## src/rtl/lbf_pkg.sv

```systemverilog
`default_nettype none

package lbf_pkg;

  // storage geometry
  localparam int MAX_ENTRIES = 8;
  localparam int IDX_W       = (MAX_ENTRIES > 1) ? $clog2(MAX_ENTRIES) : 1;
  localparam int CNT_W       = $clog2(MAX_ENTRIES + 1);

  // word fields
  localparam int HANDLE_W = 16;
  localparam int SIZE_W   = 32;

  // configuration registers
  localparam int PDATA_W     = 32;
  localparam int PADDR_W     = 3;
  localparam int REG_SEL_BIT = 2;
  localparam int LIMIT_W     = 4;
  localparam int WASTE_W     = 9;
  localparam logic [LIMIT_W-1:0] LIMIT_RST = LIMIT_W'(2);
  localparam logic [WASTE_W-1:0] WASTE_RST = WASTE_W'(192);
  localparam logic [WASTE_W-1:0] WASTE_ONE = WASTE_W'(256);

  // limit compare width, one spare bit for count + 1
  localparam int LIM_W = ((CNT_W > LIMIT_W) ? CNT_W : LIMIT_W) + 1;

  // fit arithmetic: floor(size * w / 256) split at the fraction point
  localparam int FRAC_W    = 8;
  localparam int MUL_HI_W  = SIZE_W - FRAC_W + WASTE_W;
  localparam int LO_PROD_W = FRAC_W + WASTE_W;
  localparam int LO_W      = WASTE_W;
  localparam int ALW_W     = SIZE_W + 2;

  localparam logic KIND_ALLOC = 1'b0;
  localparam logic KIND_FREE  = 1'b1;

  typedef enum logic {
    REG_CACHE_LIMIT = 1'b0,
    REG_WASTE_Q8    = 1'b1
  } lbf_reg_t;

  typedef enum logic [1:0] {
    ST_NONE,
    ST_PUSH,
    ST_DROP,
    ST_DROP_PUSH
  } lbf_st_op_t;

  typedef struct packed {
    lbf_st_op_t          op;
    logic [IDX_W-1:0]    idx;
    logic [HANDLE_W-1:0] handle;
    logic [SIZE_W-1:0]   size;
  } lbf_store_cmd_t;

  typedef struct packed {
    logic              valid;
    logic              fit;
    logic [SIZE_W-1:0] size;
    logic [IDX_W-1:0]  idx;
  } lbf_fit_res_t;

  typedef enum logic [2:0] {
    S_IDLE,
    S_SCAN,
    S_DRAIN,
    S_FREE,
    S_FIN
  } lbf_state_t;

endpackage

`default_nettype wire

```

## src/rtl/lbf_if.sv

```systemverilog
`default_nettype none

interface lbf_in_if import lbf_pkg::*; ();
  logic                valid;
  logic                ready;
  logic                kind;
  logic [SIZE_W-1:0]   req_size;
  logic [HANDLE_W-1:0] handle;
  logic [SIZE_W-1:0]   freed_size;

  modport source (output valid, output kind, output req_size, output handle,
                  output freed_size, input ready);
  modport sink   (input valid, input kind, input req_size, input handle,
                  input freed_size, output ready);
endinterface

interface lbf_out_if import lbf_pkg::*; ();
  logic                valid;
  logic                ready;
  logic                hit;
  logic [HANDLE_W-1:0] reused_handle;
  logic                evict_valid;
  logic [HANDLE_W-1:0] evicted_handle;

  modport source (output valid, output hit, output reused_handle,
                  output evict_valid, output evicted_handle, input ready);
  modport sink   (input valid, input hit, input reused_handle,
                  input evict_valid, input evicted_handle, output ready);
endinterface

`default_nettype wire

```

## src/rtl/lbf_store.sv

```systemverilog
`default_nettype none

module lbf_store import lbf_pkg::*; (
  input  logic                clk,
  input  logic                rst_n,
  input  lbf_store_cmd_t      cmd,
  input  logic [IDX_W-1:0]    rd_idx,
  output logic [HANDLE_W-1:0] rd_handle,
  output logic [SIZE_W-1:0]   rd_size,
  output logic [CNT_W-1:0]    count
);

  logic [HANDLE_W-1:0] hnd_r  [MAX_ENTRIES];
  logic [SIZE_W-1:0]   size_r [MAX_ENTRIES];
  logic [CNT_W-1:0]    count_r;
  logic [CNT_W-1:0]    count_nxt;
  logic [IDX_W-1:0]    drop_idx;

  // drop_push always drops the oldest slot
  assign drop_idx = (cmd.op == ST_DROP) ? cmd.idx : '0;

  always_ff @(posedge clk) begin
    case (cmd.op)
      ST_PUSH: begin
        hnd_r[cmd.idx]  <= cmd.handle;
        size_r[cmd.idx] <= cmd.size;
      end
      ST_DROP, ST_DROP_PUSH: begin
        for (int i = 0; i < MAX_ENTRIES - 1; i++) begin
          // the slot that takes the new word is not shifted
          if (IDX_W'(i) >= drop_idx &&
              !(cmd.op == ST_DROP_PUSH && IDX_W'(i) == cmd.idx)) begin
            hnd_r[i]  <= hnd_r[i+1];
            size_r[i] <= size_r[i+1];
          end
        end
        if (cmd.op == ST_DROP_PUSH) begin
          hnd_r[cmd.idx]  <= cmd.handle;
          size_r[cmd.idx] <= cmd.size;
        end
      end
      default: ;
    endcase
  end

  always_comb begin
    count_nxt = count_r;
    case (cmd.op)
      ST_PUSH: count_nxt = count_r + CNT_W'(1);
      ST_DROP: count_nxt = count_r - CNT_W'(1);
      default: count_nxt = count_r;
    endcase
  end

  always_ff @(posedge clk) begin
    if (!rst_n) begin
      count_r <= '0;
    end else begin
      count_r <= count_nxt;
    end
  end

  assign rd_handle = hnd_r[rd_idx];
  assign rd_size   = size_r[rd_idx];
  assign count     = count_r;

  a_count_bound: assert property (@(posedge clk) disable iff (!rst_n)
    count_r <= CNT_W'(MAX_ENTRIES))
    else $error("entry count above storage depth");

  a_drop_shrinks: assert property (@(posedge clk) disable iff (!rst_n)
    (cmd.op == ST_DROP) |=> (count_r == $past(count_r) - CNT_W'(1)))
    else $error("drop did not shrink the list");

endmodule

`default_nettype wire

```

## src/rtl/lbf_fit_unit.sv

```systemverilog
`default_nettype none

module lbf_fit_unit import lbf_pkg::*; (
  input  logic               clk,
  input  logic               rst_n,
  input  logic               issue,
  input  logic [SIZE_W-1:0]  size,
  input  logic [IDX_W-1:0]   idx,
  input  logic [SIZE_W-1:0]  req,
  input  logic [WASTE_W-1:0] waste,
  output lbf_fit_res_t       res,
  output logic               busy
);

  // stage 1: partial products of size * waste
  logic                 v1_r;
  logic [SIZE_W-1:0]    s1_r;
  logic [IDX_W-1:0]     idx1_r;
  logic [MUL_HI_W-1:0]  hi_r;
  logic [MUL_HI_W-1:0]  hi_nxt;
  logic [LO_W-1:0]      lo_r;
  logic [LO_W-1:0]      lo_nxt;
  logic [LO_PROD_W-1:0] lo_prod;

  // stage 2: add, fit compare
  logic                 v2_r;
  logic                 fit_r;
  logic                 fit_nxt;
  logic [SIZE_W-1:0]    s2_r;
  logic [IDX_W-1:0]     idx2_r;
  logic [ALW_W-1:0]     allowed;

  assign hi_nxt  = MUL_HI_W'(size[SIZE_W-1:FRAC_W]) * MUL_HI_W'(waste);
  assign lo_prod = LO_PROD_W'(size[FRAC_W-1:0]) * LO_PROD_W'(waste);
  assign lo_nxt  = LO_W'(lo_prod[LO_PROD_W-1:FRAC_W]);

  assign allowed = ALW_W'(hi_r) + ALW_W'(lo_r);
  assign fit_nxt = (req <= s1_r) && (ALW_W'(s1_r - req) <= allowed);

  always_ff @(posedge clk) begin
    if (!rst_n) begin
      v1_r <= 1'b0;
      v2_r <= 1'b0;
    end else begin
      v1_r <= issue;
      v2_r <= v1_r;
    end
  end

  always_ff @(posedge clk) begin
    s1_r   <= size;
    idx1_r <= idx;
    hi_r   <= hi_nxt;
    lo_r   <= lo_nxt;
    fit_r  <= fit_nxt;
    s2_r   <= s1_r;
    idx2_r <= idx1_r;
  end

  assign res.valid = v2_r;
  assign res.fit   = fit_r;
  assign res.size  = s2_r;
  assign res.idx   = idx2_r;
  assign busy      = v1_r | v2_r;

  a_pipe_order: assert property (@(posedge clk) disable iff (!rst_n)
    v2_r |-> $past(v1_r))
    else $error("fit result without a product stage");

endmodule

`default_nettype wire

```

## src/rtl/lru_best_fit_buffer_cache_core.sv

```systemverilog
`default_nettype none
// best-fit cache of freed buffers, one word at a time through a shared fit unit
// allocate: the scan feeds one entry per cycle, newest to oldest, into the 2-stage fit pipe
//   over n = cached entries (1 to MAX_ENTRIES); an empty list goes straight to a miss
// free: a result shows in the cycle after the final state, which waits
//   while the previous result word is still held; reset (rst_n low, synchronous):
//   list empty, cache_limit 2, waste_q8 192, output empty; entries are not cleared

module lru_best_fit_buffer_cache_core import lbf_pkg::*; (
  input  logic               clk,
  input  logic               rst_n,
  lbf_in_if.sink             in_ch,
  lbf_out_if.source          out_ch,
  input  logic               psel,
  input  logic               penable,
  input  logic               pwrite,
  input  logic [PADDR_W-1:0] paddr,
  input  logic [PDATA_W-1:0] pwdata,
  output logic [PDATA_W-1:0] prdata,
  output logic               pready
);

  // configuration registers
  logic [LIMIT_W-1:0] limit_r;
  logic [WASTE_W-1:0] waste_r;
  logic [WASTE_W-1:0] waste_eff;
  lbf_reg_t           reg_sel;
  logic               cfg_wr;

  // sequencer
  lbf_state_t state_r, state_nxt;

  // latched input word
  logic                kind_r,    kind_nxt;
  logic [SIZE_W-1:0]   req_r,     req_nxt;
  logic [HANDLE_W-1:0] hin_r,     hin_nxt;
  logic [SIZE_W-1:0]   fsz_r,     fsz_nxt;

  // scan bookkeeping
  logic [IDX_W-1:0]    scan_idx_r,  scan_idx_nxt;
  logic                found_r,     found_nxt;
  logic [IDX_W-1:0]    best_idx_r,  best_idx_nxt;
  logic [SIZE_W-1:0]   best_size_r, best_size_nxt;

  // pending result and list update
  logic                res_hit_r, res_hit_nxt;
  logic [HANDLE_W-1:0] res_hnd_r, res_hnd_nxt;
  logic                res_ev_r,  res_ev_nxt;
  logic [HANDLE_W-1:0] res_evh_r, res_evh_nxt;
  lbf_st_op_t          op_r,      op_nxt;
  logic [IDX_W-1:0]    op_idx_r,  op_idx_nxt;

  // output register
  logic                out_valid_r, out_valid_nxt;
  logic                out_hit_r,   out_hit_nxt;
  logic [HANDLE_W-1:0] out_hnd_r,   out_hnd_nxt;
  logic                out_ev_r,    out_ev_nxt;
  logic [HANDLE_W-1:0] out_evh_r,   out_evh_nxt;

  // store and fit unit hookup
  lbf_store_cmd_t      st_cmd;
  logic [IDX_W-1:0]    rd_idx;
  logic [HANDLE_W-1:0] rd_handle;
  logic [SIZE_W-1:0]   rd_size;
  logic [CNT_W-1:0]    count;
  logic                fit_issue;
  lbf_fit_res_t        fit_res;
  logic                fit_busy;

  // free path: does the list overflow the (clamped) limit
  logic [LIM_W-1:0]    cnt_plus;
  logic [LIM_W-1:0]    lim_eff;
  logic                overflow;

  lbf_store u_store (
    .clk       (clk),
    .rst_n     (rst_n),
    .cmd       (st_cmd),
    .rd_idx    (rd_idx),
    .rd_handle (rd_handle),
    .rd_size   (rd_size),
    .count     (count)
  );

  lbf_fit_unit u_fit (
    .clk   (clk),
    .rst_n (rst_n),
    .issue (fit_issue),
    .size  (rd_size),
    .idx   (scan_idx_r),
    .req   (req_r),
    .waste (waste_eff),
    .res   (fit_res),
    .busy  (fit_busy)
  );

  // ---------------------------------------------------------------------------
  // configuration port, always ready; low address bits are the byte offset
  // ---------------------------------------------------------------------------
  assign pready  = 1'b1;
  assign reg_sel = lbf_reg_t'(paddr[REG_SEL_BIT]);
  assign cfg_wr  = psel & penable & pwrite & pready;

  always_ff @(posedge clk) begin
    if (!rst_n) begin
      limit_r <= LIMIT_RST;
      waste_r <= WASTE_RST;
    end else if (cfg_wr) begin
      case (reg_sel)
        REG_CACHE_LIMIT: limit_r <= pwdata[LIMIT_W-1:0];
        REG_WASTE_Q8:    waste_r <= pwdata[WASTE_W-1:0];
        default: ;
      endcase
    end
  end

  always_comb begin
    case (reg_sel)
      REG_CACHE_LIMIT: prdata = PDATA_W'(limit_r);
      REG_WASTE_Q8:    prdata = PDATA_W'(waste_r);
      default:         prdata = '0;
    endcase
  end

  // waste above one whole buffer acts as one
  assign waste_eff = (waste_r > WASTE_ONE) ? WASTE_ONE : waste_r;

  // limit above storage acts as storage depth
  assign cnt_plus = LIM_W'(count) + LIM_W'(1);
  assign lim_eff  = (LIM_W'(limit_r) > LIM_W'(MAX_ENTRIES)) ? LIM_W'(MAX_ENTRIES)
                                                            : LIM_W'(limit_r);
  assign overflow = cnt_plus > lim_eff;

  // ---------------------------------------------------------------------------
  // sequencer
  // idle -> scan (newest to oldest) -> drain fit pipe -> fin   (allocate)
  // idle -> free -> fin                                         (free)
  // fin commits the list update and loads the output register
  // ---------------------------------------------------------------------------
  always_ff @(posedge clk) begin
    if (!rst_n) begin
      state_r     <= S_IDLE;
      found_r     <= 1'b0;
      out_valid_r <= 1'b0;
    end else begin
      state_r     <= state_nxt;
      found_r     <= found_nxt;
      out_valid_r <= out_valid_nxt;
    end
  end

  always_ff @(posedge clk) begin
    kind_r      <= kind_nxt;
    req_r       <= req_nxt;
    hin_r       <= hin_nxt;
    fsz_r       <= fsz_nxt;
    scan_idx_r  <= scan_idx_nxt;
    best_idx_r  <= best_idx_nxt;
    best_size_r <= best_size_nxt;
    res_hit_r   <= res_hit_nxt;
    res_hnd_r   <= res_hnd_nxt;
    res_ev_r    <= res_ev_nxt;
    res_evh_r   <= res_evh_nxt;
    op_r        <= op_nxt;
    op_idx_r    <= op_idx_nxt;
    out_hit_r   <= out_hit_nxt;
    out_hnd_r   <= out_hnd_nxt;
    out_ev_r    <= out_ev_nxt;
    out_evh_r   <= out_evh_nxt;
  end

  always_comb begin
    state_nxt     = state_r;
    kind_nxt      = kind_r;
    req_nxt       = req_r;
    hin_nxt       = hin_r;
    fsz_nxt       = fsz_r;
    scan_idx_nxt  = scan_idx_r;
    found_nxt     = found_r;
    best_idx_nxt  = best_idx_r;
    best_size_nxt = best_size_r;
    res_hit_nxt   = res_hit_r;
    res_hnd_nxt   = res_hnd_r;
    res_ev_nxt    = res_ev_r;
    res_evh_nxt   = res_evh_r;
    op_nxt        = op_r;
    op_idx_nxt    = op_idx_r;
    out_hit_nxt   = out_hit_r;
    out_hnd_nxt   = out_hnd_r;
    out_ev_nxt    = out_ev_r;
    out_evh_nxt   = out_evh_r;
    out_valid_nxt = out_valid_r & ~out_ch.ready;
    in_ch.ready   = 1'b0;
    fit_issue     = 1'b0;
    rd_idx        = scan_idx_r;
    st_cmd.op     = ST_NONE;
    st_cmd.idx    = op_idx_r;
    st_cmd.handle = hin_r;
    st_cmd.size   = fsz_r;

    // best-fit tracking: strict less keeps the newest on a tie
    if (fit_res.valid && fit_res.fit && (!found_r || fit_res.size < best_size_r)) begin
      found_nxt     = 1'b1;
      best_idx_nxt  = fit_res.idx;
      best_size_nxt = fit_res.size;
    end

    case (state_r)
      S_IDLE: begin
        in_ch.ready = 1'b1;
        if (in_ch.valid) begin
          kind_nxt  = in_ch.kind;
          req_nxt   = in_ch.req_size;
          hin_nxt   = in_ch.handle;
          fsz_nxt   = in_ch.freed_size;
          found_nxt = 1'b0;
          if (in_ch.kind == KIND_FREE) begin
            state_nxt = S_FREE;
          end else if (count == '0) begin
            // empty list: straight to a miss
            state_nxt = S_DRAIN;
          end else begin
            scan_idx_nxt = IDX_W'(count - CNT_W'(1));
            state_nxt    = S_SCAN;
          end
        end
      end

      S_SCAN: begin
        // one entry per cycle into the fit unit
        fit_issue = 1'b1;
        rd_idx    = scan_idx_r;
        if (scan_idx_r == '0) begin
          state_nxt = S_DRAIN;
        end else begin
          scan_idx_nxt = scan_idx_r - IDX_W'(1);
        end
      end

      S_DRAIN: begin
        rd_idx = best_idx_r;
        if (!fit_busy) begin
          res_hit_nxt = found_r;
          res_hnd_nxt = found_r ? rd_handle : '0;
          res_ev_nxt  = 1'b0;
          res_evh_nxt = '0;
          op_nxt      = found_r ? ST_DROP : ST_NONE;
          op_idx_nxt  = best_idx_r;
          state_nxt   = S_FIN;
        end
      end

      S_FREE: begin
        rd_idx      = '0;
        res_hit_nxt = 1'b0;
        res_hnd_nxt = '0;
        if (overflow) begin
          res_ev_nxt = 1'b1;
          if (count == '0) begin
            // limit of zero: the freed buffer goes straight back out
            res_evh_nxt = hin_r;
            op_nxt      = ST_NONE;
          end else begin
            res_evh_nxt = rd_handle;
            op_nxt      = ST_DROP_PUSH;
            op_idx_nxt  = IDX_W'(count - CNT_W'(1));
          end
        end else begin
          res_ev_nxt  = 1'b0;
          res_evh_nxt = '0;
          op_nxt      = ST_PUSH;
          op_idx_nxt  = IDX_W'(count);
        end
        state_nxt = S_FIN;
      end

      S_FIN: begin
        // wait for the output register to free up, then commit
        if (!out_valid_r || out_ch.ready) begin
          st_cmd.op     = op_r;
          out_valid_nxt = 1'b1;
          out_hit_nxt   = res_hit_r;
          out_hnd_nxt   = res_hnd_r;
          out_ev_nxt    = res_ev_r;
          out_evh_nxt   = res_evh_r;
          state_nxt     = S_IDLE;
        end
      end

      default: begin
        state_nxt = S_IDLE;
      end
    endcase
  end

  assign out_ch.valid          = out_valid_r;
  assign out_ch.hit            = out_hit_r;
  assign out_ch.reused_handle  = out_hnd_r;
  assign out_ch.evict_valid    = out_ev_r;
  assign out_ch.evicted_handle = out_evh_r;

  a_hit_xor_evict: assert property (@(posedge clk) disable iff (!rst_n)
    out_valid_r |-> !(out_hit_r && out_ev_r))
    else $error("result word carries both a hit and an eviction");

  a_scan_feeds_fit: assert property (@(posedge clk) disable iff (!rst_n)
    (state_r == S_SCAN) |=> fit_busy)
    else $error("scan cycle did not reach the fit unit");

endmodule

`default_nettype wire
```

## src/flat_wrapper.sv

```systemverilog
// flat-port wrapper written by rule: the top's interface ports become plain ports
module lru_best_fit_buffer_cache_core_flat import lbf_pkg::*;
  (clk, rst_n, psel, penable, pwrite, paddr, pwdata, prdata, pready, in_ch_valid, in_ch_kind, in_ch_req_size, in_ch_handle, in_ch_freed_size, in_ch_ready, out_ch_valid, out_ch_hit, out_ch_reused_handle, out_ch_evict_valid, out_ch_evicted_handle, out_ch_ready);
  lbf_in_if in_ch_i ();
  lbf_out_if out_ch_i ();
  input  logic clk;
  input  logic rst_n;
  input  logic psel;
  input  logic penable;
  input  logic pwrite;
  input  logic [PADDR_W-1:0] paddr;
  input  logic [PDATA_W-1:0] pwdata;
  output logic [PDATA_W-1:0] prdata;
  output logic pready;
  input wire logic [$bits(in_ch_i.valid)-1:0] in_ch_valid;
  input wire logic [$bits(in_ch_i.kind)-1:0] in_ch_kind;
  input wire logic [$bits(in_ch_i.req_size)-1:0] in_ch_req_size;
  input wire logic [$bits(in_ch_i.handle)-1:0] in_ch_handle;
  input wire logic [$bits(in_ch_i.freed_size)-1:0] in_ch_freed_size;
  output wire logic [$bits(in_ch_i.ready)-1:0] in_ch_ready;
  output wire logic [$bits(out_ch_i.valid)-1:0] out_ch_valid;
  output wire logic [$bits(out_ch_i.hit)-1:0] out_ch_hit;
  output wire logic [$bits(out_ch_i.reused_handle)-1:0] out_ch_reused_handle;
  output wire logic [$bits(out_ch_i.evict_valid)-1:0] out_ch_evict_valid;
  output wire logic [$bits(out_ch_i.evicted_handle)-1:0] out_ch_evicted_handle;
  input wire logic [$bits(out_ch_i.ready)-1:0] out_ch_ready;
  assign in_ch_i.valid = in_ch_valid;
  assign in_ch_i.kind = in_ch_kind;
  assign in_ch_i.req_size = in_ch_req_size;
  assign in_ch_i.handle = in_ch_handle;
  assign in_ch_i.freed_size = in_ch_freed_size;
  assign in_ch_ready = in_ch_i.ready;
  assign out_ch_valid = out_ch_i.valid;
  assign out_ch_hit = out_ch_i.hit;
  assign out_ch_reused_handle = out_ch_i.reused_handle;
  assign out_ch_evict_valid = out_ch_i.evict_valid;
  assign out_ch_evicted_handle = out_ch_i.evicted_handle;
  assign out_ch_i.ready = out_ch_ready;
  lru_best_fit_buffer_cache_core u_core (.clk(clk), .rst_n(rst_n), .in_ch(in_ch_i), .out_ch(out_ch_i), .psel(psel), .penable(penable), .pwrite(pwrite), .paddr(paddr), .pwdata(pwdata), .prdata(prdata), .pready(pready));
endmodule
```

## config.mk

```make
export PLATFORM = sky130hd
export DESIGN_NAME = lru_best_fit_buffer_cache_core_flat
export DESIGN_NICKNAME = d
export VERILOG_FILES = /design/src/rtl/lbf_pkg.sv /design/src/rtl/lbf_if.sv /design/src/rtl/lbf_store.sv /design/src/rtl/lbf_fit_unit.sv /design/src/rtl/lru_best_fit_buffer_cache_core.sv /design/src/flat_wrapper.sv
export SDC_FILE = /design/constraint.sdc
export NUM_CORES = 2
export LEC_CHECK = 0
export ABC_AREA = 0
export BUFFER_PORTS_ARGS = -buffer_cell sky130_fd_sc_hd__buf_2
export CORE_MARGIN = 3
export CORE_UTILIZATION = 40
export CTS_BUF_LIST = sky130_fd_sc_hd__clkbuf_2
export DETAILED_ROUTE_END_ITERATION = 8
export HOLD_SLACK_MARGIN = 0.15
export MAX_ROUTING_LAYER = met4
export PLACE_DENSITY = 0.62
export SYNTH_ARGS = -nofsm -noshare
export SYNTH_HDL_FRONTEND = slang
export SYNTH_SLANG_ARGS = --single-unit
```

## constraint.sdc

```tcl
create_clock -name clk -period 9 [get_ports clk]
set_input_delay 1.35 -clock clk [delete_from_list [all_inputs] [get_ports clk]]
set_output_delay 1.35 -clock clk [all_outputs]
set_load 0.03 [all_outputs]
```

Word-level counts from Yosys, hierarchy flattened

Memory sizes are Yosys's and may differ from the RTL's.
Index checks and enable logic that the tools add are counted.

Add/subtract/negate cells: 6
Multipliers: 2
Magnitude comparators: 13
Equal/unequal tests: 21
Mux-type cells: 75
Bitwise logic cells: 8
Reductions and logical operators: 44

Operators with widths:

| operator           | number |
|---|---|
| $mux 16            | 6 |
| $pmux 16 s2        | 2 |
| $pmux 32 s2        | 1 |
| $mux 1             | 36 |
| $mux 3             | 12 |
| $add 33x9->34      | 1 |
| $le 34x34->1       | 1 |
| $mul 24x9->33      | 1 |
| $sub 32x32->33     | 1 |
| $le 32x32->1       | 1 |
| $lt 32x32->1       | 1 |
| $mux 32            | 1 |
| $pmux 3 s2         | 3 |
| $logic_and 1x1->1  | 17 |
| $mul 8x9->17       | 1 |
| $pmux 3 s5         | 1 |
| $mux 2             | 7 |
| $ne 2x2->1 const B | 5 |
| $reduce_and 2->1   | 5 |
| $eq 3x3->1 const A | 3 |
| $ge 3x3->1 const A | 3 |
| $gt 9x9->1 const B | 1 |
| $logic_not 1->1    | 9 |
| $logic_not 3->1    | 3 |
| other kinds (32)   | 47 |

Flip-flop bits (word level): 328
Memory bits (writable): 384
Input port bits: 123
Output and inout port bits: 69
Memories kept: 2

Memory list:

| name                  | depth | bits a word | read ports | clocked after Yosys merged registers in | write ports | line            | source |
|---|---|---|---|---|---|---|---|
| u_core.u_store.size_r | 8     | 32          | 8          | 0                                       | 8           | lbf_store.sv:14 | `logic [SIZE_W-1:0] size_r [MAX_ENTRIES];` |
| u_core.u_store.hnd_r  | 8     | 16          | 8          | 0                                       | 8           | lbf_store.sv:13 | `logic [HANDLE_W-1:0] hnd_r [MAX_ENTRIES];` |

Depth between registers and ports, before layout

Depth in word-level cells: 11
Gate-level depth with buffers: 32
Depth with buffers taken out: 29

Hierarchy

Synthesis repeated with hierarchy kept, for this count alone.

Cells, all modules: 3235
Area, all modules: 42015.3 sq um

Modules (own cells, without submodules):

| module                         | instances | cells each | area each (sq um) |
|---|---|---|---|
| lbf_store                      | 1         | 1006       | 19059.5 |
| lbf_fit_unit                   | 1         | 1649       | 14480.1 |
| lru_best_fit_buffer_cache_core | 1         | 580        | 8475.6 |

Least setup slack after synthesis

Ideal clock, no wire load.

Path type: input to register
From: input port out_ch_ready
To: memory u_core.u_store.hnd_r[5][0] (enable)
Setup time: 0.520 ns
Arrival: 6.909 ns
Required time: 8.480 ns
Slack: 1.571 ns
Cell stages on the path: 6
Buffers on the path: 0
Path through: nor2b_1 nor2b_1 nand2_1 inv_1 nand2_1 o21ai_0

RTL lines:

| element         | line               | source |
|---|---|---|
| start, declared | flat_wrapper.sv:26 | `input wire logic [$bits(out_ch_i.ready)-1:0] out_ch_ready;` |
| end, declared   | lbf_store.sv:13    |  |

Final worst setup path

From: register u_core.state_r[1]
To: register u_core.u_fit.lo_r[8]

Word-level cells in the longest chain between the ends: 4
Elaborated cells between the ends (all ways): 5
Those cells by class: mul (1); eq/ne (2); mux (1); memory (1)

RTL lines:

| element                      | line                                  | source |
|---|---|---|
| start, declared              | lru_best_fit_buffer_cache_core.sv:31  | `lbf_state_t state_r, state_nxt;` |
| start signal, assigned       | lru_best_fit_buffer_cache_core.sv:146 | `state_r <= state_nxt;` |
| $eq 3x2->1                   | lru_best_fit_buffer_cache_core.sv:208 | `case (state_r)` |
| $pmux 3 s2 *                 | lru_best_fit_buffer_cache_core.sv:208 |  |
| $mem_v2 8x32 *               | -                                     |  |
| net u_core.rd_size[1]        | lru_best_fit_buffer_cache_core.sv:64  | `logic [SIZE_W-1:0] rd_size;` |
| $mul 8x9->17 *               | lbf_fit_unit.sv:34                    | `assign lo_prod = LO_PROD_W'(size[FRAC_W-1:0]) * LO_PROD_W'(waste);` |
| net u_core.u_fit.lo_prod[16] | lbf_fit_unit.sv:23                    | `logic [LO_PROD_W-1:0] lo_prod;` |
| end signal, assigned         | lbf_fit_unit.sv:54                    | `lo_r <= lo_nxt;` |
| end, declared                | lbf_fit_unit.sv:21                    | `logic [LO_W-1:0] lo_r;` |

The timed path passes the listed nets; every way through them passes the cells marked *.
A chain may end at the register's enable or synchronous reset.

==> impl_metrics.ini <==
[cells_and_area]
area_delta_synth_final_pct = 12.6
fillers = 9632
multi_input_area_sq_um = 19500
nNetsFinal = 4539
finalInstanceArea_sq_um = 46600
seqCellArea_sq_um = 20000
final_layout_size_suffix_gt1_share_pct = 21.6

[synthesis]
synth.avg_cell_area_sq_um = 11.3
ys_seq_area_share_pct = 48.3
syn_area_sq_um = 41400
synthArstFlopShare_pct = 0
synth_cell_types = 69
ys_warn_count = 0
synth_edf_count = 575
synth_top_flop_cell = edfxtp_1
synthCells = 3679
synth_seq_cells = 712

[route]
wl_per_cell_microns = 19.1
drcViolationCount = 0
first_pass_iters = 5
vias = 28600
post_drt_via_cell_ratio = 5.17
ant_nets = 0
wirelength_microns = 106000
drt-initial-drc-count = 1831

[sta]
slew_violations = 0
clock_skew_ns = 0.162
max_slew_margin_pct = 21.3
hold_violations = 0
rsz0062_at_grt = false
period_needed_ns = 7.78
setup_viol = 0
post-route-period-util_pct = 86.4
tightest_slew_ns = 1.17
max_freq_mhz = 129
setup_tns_ns = 0

[power_and_ir_drop]
switchingPower_w = 0.00750
leakage_nw = 19.5
pwr-share-clk_pct = 13.8
internal_power_w = 0.00907
pwr-share-comb_pct = 56.7
swShare_pct = 45.3
power.density_nw_per_um2 = 355
p_seq_share_pct = 29.5
vdd_drop_max_mv = 0.260

[run]
drv_cap = 0

[setup_path]
crit_path_end_kind = flip-flop
path_cells = nor2b_1, mux2i_4, buf_12, buf_4, buf_4, mux4_2, mux2i_4, inv_2, nand2_1, fa_1, fa_1, fa_1, inv_1, ha_1, nor3b_1, nand4_1, or2_2, nor4_2, nor3_4, a21oi_2, a41o_1, a21oi_2, xnor2_1
cp-start-kind = flip-flop
slowest_stage = mux4_2
critPathMaxStageDelay_ns = 0.60
cp.required_ns = 10.30
cp_max_fo = 86
arrival_ns = 9.08
crit_top_cell = fa_1
path_class = flip-flop to flip-flop

[status]
outcome = completed

[clock_tree]
path_clk_slew_ns = 0.09
cts_buffers = 192
insertion_delay_ns = 1.53
clock-sinks = 712
h-tree-depth = 4
clock_path_buffers = 3
cts_tree = done
root_buffer = clkbuf_2

[die]
die_w_microns = 328
ios = 192
rows = 117
die-area_sq_um = 107000
core_area_sq_um = 102000
start_util_pct = 40.5
fp.dieH_microns = 328

[placement]
gp_congestion = 0.852
placed_cell_area_sq_um = 43900
hpwl_microns = 68500
port_buffers = 142

[global_route]
track_usage_pct = 20.3
antenna_found_initial = 3
grt_max_degree = 87
grt_pass1_vias = 29000
grt_pass1_wl_microns = 165000
overflow = 0

[worst_hold_path]
hp-class = flip-flop to flip-flop
## cells in the final DEF, fill, tap and decap left out, types with 19 or more instances in the layout
master,netlist,routed
xnor2_1,65,65
edfxtp_1,575,575
a21o_1,50,50
a311oi_1,47,47
nand3_1,114,113
dlygate4sd3_1,0,97
a21oi_1,97,96
nor2b_1,54,50
xor2_1,31,31
buf_2,0,142
nor3_1,19,19
clkbuf_2,0,277
inv_1,357,356
nand2b_1,25,25
clkinv_1,0,34
nand2_1,583,582
and2_1,42,42
nor2_1,192,191
o21ai_0,68,65
conb_1,2,24
dfxtp_1,137,137
fa_1,198,198
and3_1,68,68
a31oi_1,46,45
mux2_2,326,326
ha_1,203,203
buf_4,25,59
## Yosys cell counts (50+ instances only)
master | number | share of area [%]
a21o_1 | 50 | 0.91
a21oi_1 | 97 | 1.2
and3_1 | 68 | 1.0
clkbuf_1 | 132 | 1.2
dfxtp_1 | 137 | 6.6
edfxtp_1 | 575 | 42
fa_1 | 198 | 9.6
ha_1 | 203 | 6.1
inv_1 | 357 | 3.2
mux2_2 | 326 | 8.9
nand2_1 | 583 | 5.3
nand3_1 | 114 | 1.4
nor2_1 | 192 | 1.7
nor2b_1 | 54 | 0.82
o21ai_0 | 68 | 0.82
xnor2_1 | 65 | 1.4
## per-layer routing
layer	vias to the layer above	track usage, %	share of wire (%)
met3	188	3.71	6.0
met1	14100	27.2	46
met5	-	-	0
li1	13500	-	-
met2	842	31.4	46
met4	0	6.46	2.2
## power by group through the flow
stage	clock network (W)	registers (W)	logic (W)
after floorplan	0	0.00481	0.00682
after global placement	0	0.00495	0.00919
after detailed placement	0	0.00496	0.00933
after CTS	0.00239	0.00489	0.00942
after global routing	0.00255	0.00497	0.0106
final	0.00228	0.00489	0.00940
## worst paths after layout
path / startpoint / to / slack (ns) / cells after the start
max: u_core.state_r[1]$_SDFFE_PN0P_ / u_core.u_fit.lo_r[8]$_DFF_P_ / 1.22 / 23
min: u_core.res_hnd_r[10]$_SDFFCE_PP0P_ / u_core.out_ch.reused_handle[10]$_DFFE_PP_ / 0.30 / 0
max reg2reg: u_core.state_r[1]$_SDFFE_PN0P_ / u_core.u_fit.lo_r[8]$_DFF_P_ / 1.22 / 23
min reg2reg: u_core.res_hnd_r[10]$_SDFFCE_PP0P_ / u_core.out_ch.reused_handle[10]$_DFFE_PP_ / 0.30 / 0
## through the flow
| stage | worst slack, ns | total power, W | hold WS [ns] | utilization (%) | instances |
|---|---|---|---|---|---|
| after floorplan | 1.57 | 0.0116 | 0.310 | - | 3701 |
| after global placement | 1.43 | 0.0141 | 0.312 | 43.0 | 5092 |
| after detailed placement | 1.37 | 0.0143 | 0.316 | 43.0 | 5092 |
| after CTS | 1.27 | 0.0167 | 0.237 | 45.6 | 5524 |
| after global routing | 0.749 | 0.0182 | 0.308 | 45.6 | 5529 |
| final | 1.22 | 0.0166 | 0.301 | 45.6 | 5529 |
## what timing repair did
item | 4_1_cts | 5_1_grt
hold endpoints to repair | 101 | 0
buffers inserted | 0 | 0
hold buffers | 97 | 0
resized for setup | 0 | 0
## layout make-up
class	instances	share of cell area, %
flip-flops and latches	712	42.9
multi-input cells	2435	41.9
repair buffers	303	4.77
well taps	1368	3.67
inverters	371	2.99
clock buffers	277	2.97
clock inverters	58	0.719
diodes	5	0.0268
## kinds of logic (layout without fill, tap and decap cells)
| kind of cell | Yosys count | after routing | synth area share, % |
|---|---|---|---|
| buffers and inverters | 554 | 1009 | 5.25 |
| DFF | 712 | 712 | 48.3 |
| muxes | 352 | 352 | 9.72 |
| adders and majority gates | 401 | 401 | 15.7 |
| and+or+nand+nor | 1146 | 1146 | 12.3 |
| other | 2 | 29 | 0.0181 |
| AOI/OAI and AO/OA | 416 | 416 | 6.60 |
| xor gates and xnor gates | 96 | 96 | 2.03 |
## registers in the layout (all words and copies together) (netlist names), 3 cells and up
register / flops
u_core.hin_r: 16
u_core.state_r: 3
u_core.u_fit.lo_r: 9
u_core.out_ch.reused_handle: 16
u_core.req_r: 32
u_core.scan_idx_r: 3
u_core.u_store.count: 4
u_core.u_fit.s2_r: 32
u_core.u_fit.idx1_r: 3
u_core.u_fit.s1_r: 32
u_core.res_evh_r: 16
u_core.op_idx_r: 3
u_core.best_idx_r: 3
u_core.out_ch.evicted_handle: 16
u_core.u_store.size_r: 256
u_core.best_size_r: 32
u_core.fsz_r: 32
u_core.res_hnd_r: 16
u_core.waste_r: 9
u_core.limit_r: 4
u_core.u_fit.idx2_r: 3
u_core.u_store.hnd_r: 128
u_core.u_fit.hi_r: 33
## worst max-delay path, delay by kind of cell (launching register included)
| family | cells | cell delay, ns |
|---|---|---|
| xor+xnor | 1 | 0.22 |
| flops | 1 | 0.43 |
| mux | 3 | 1.27 |
| fa+ha+maj | 4 | 1.75 |
| compound gates | 3 | 0.52 |
| buf+inv | 5 | 1.58 |
| simple gates | 7 | 1.73 |
Power figures use the tool's default switching activity.
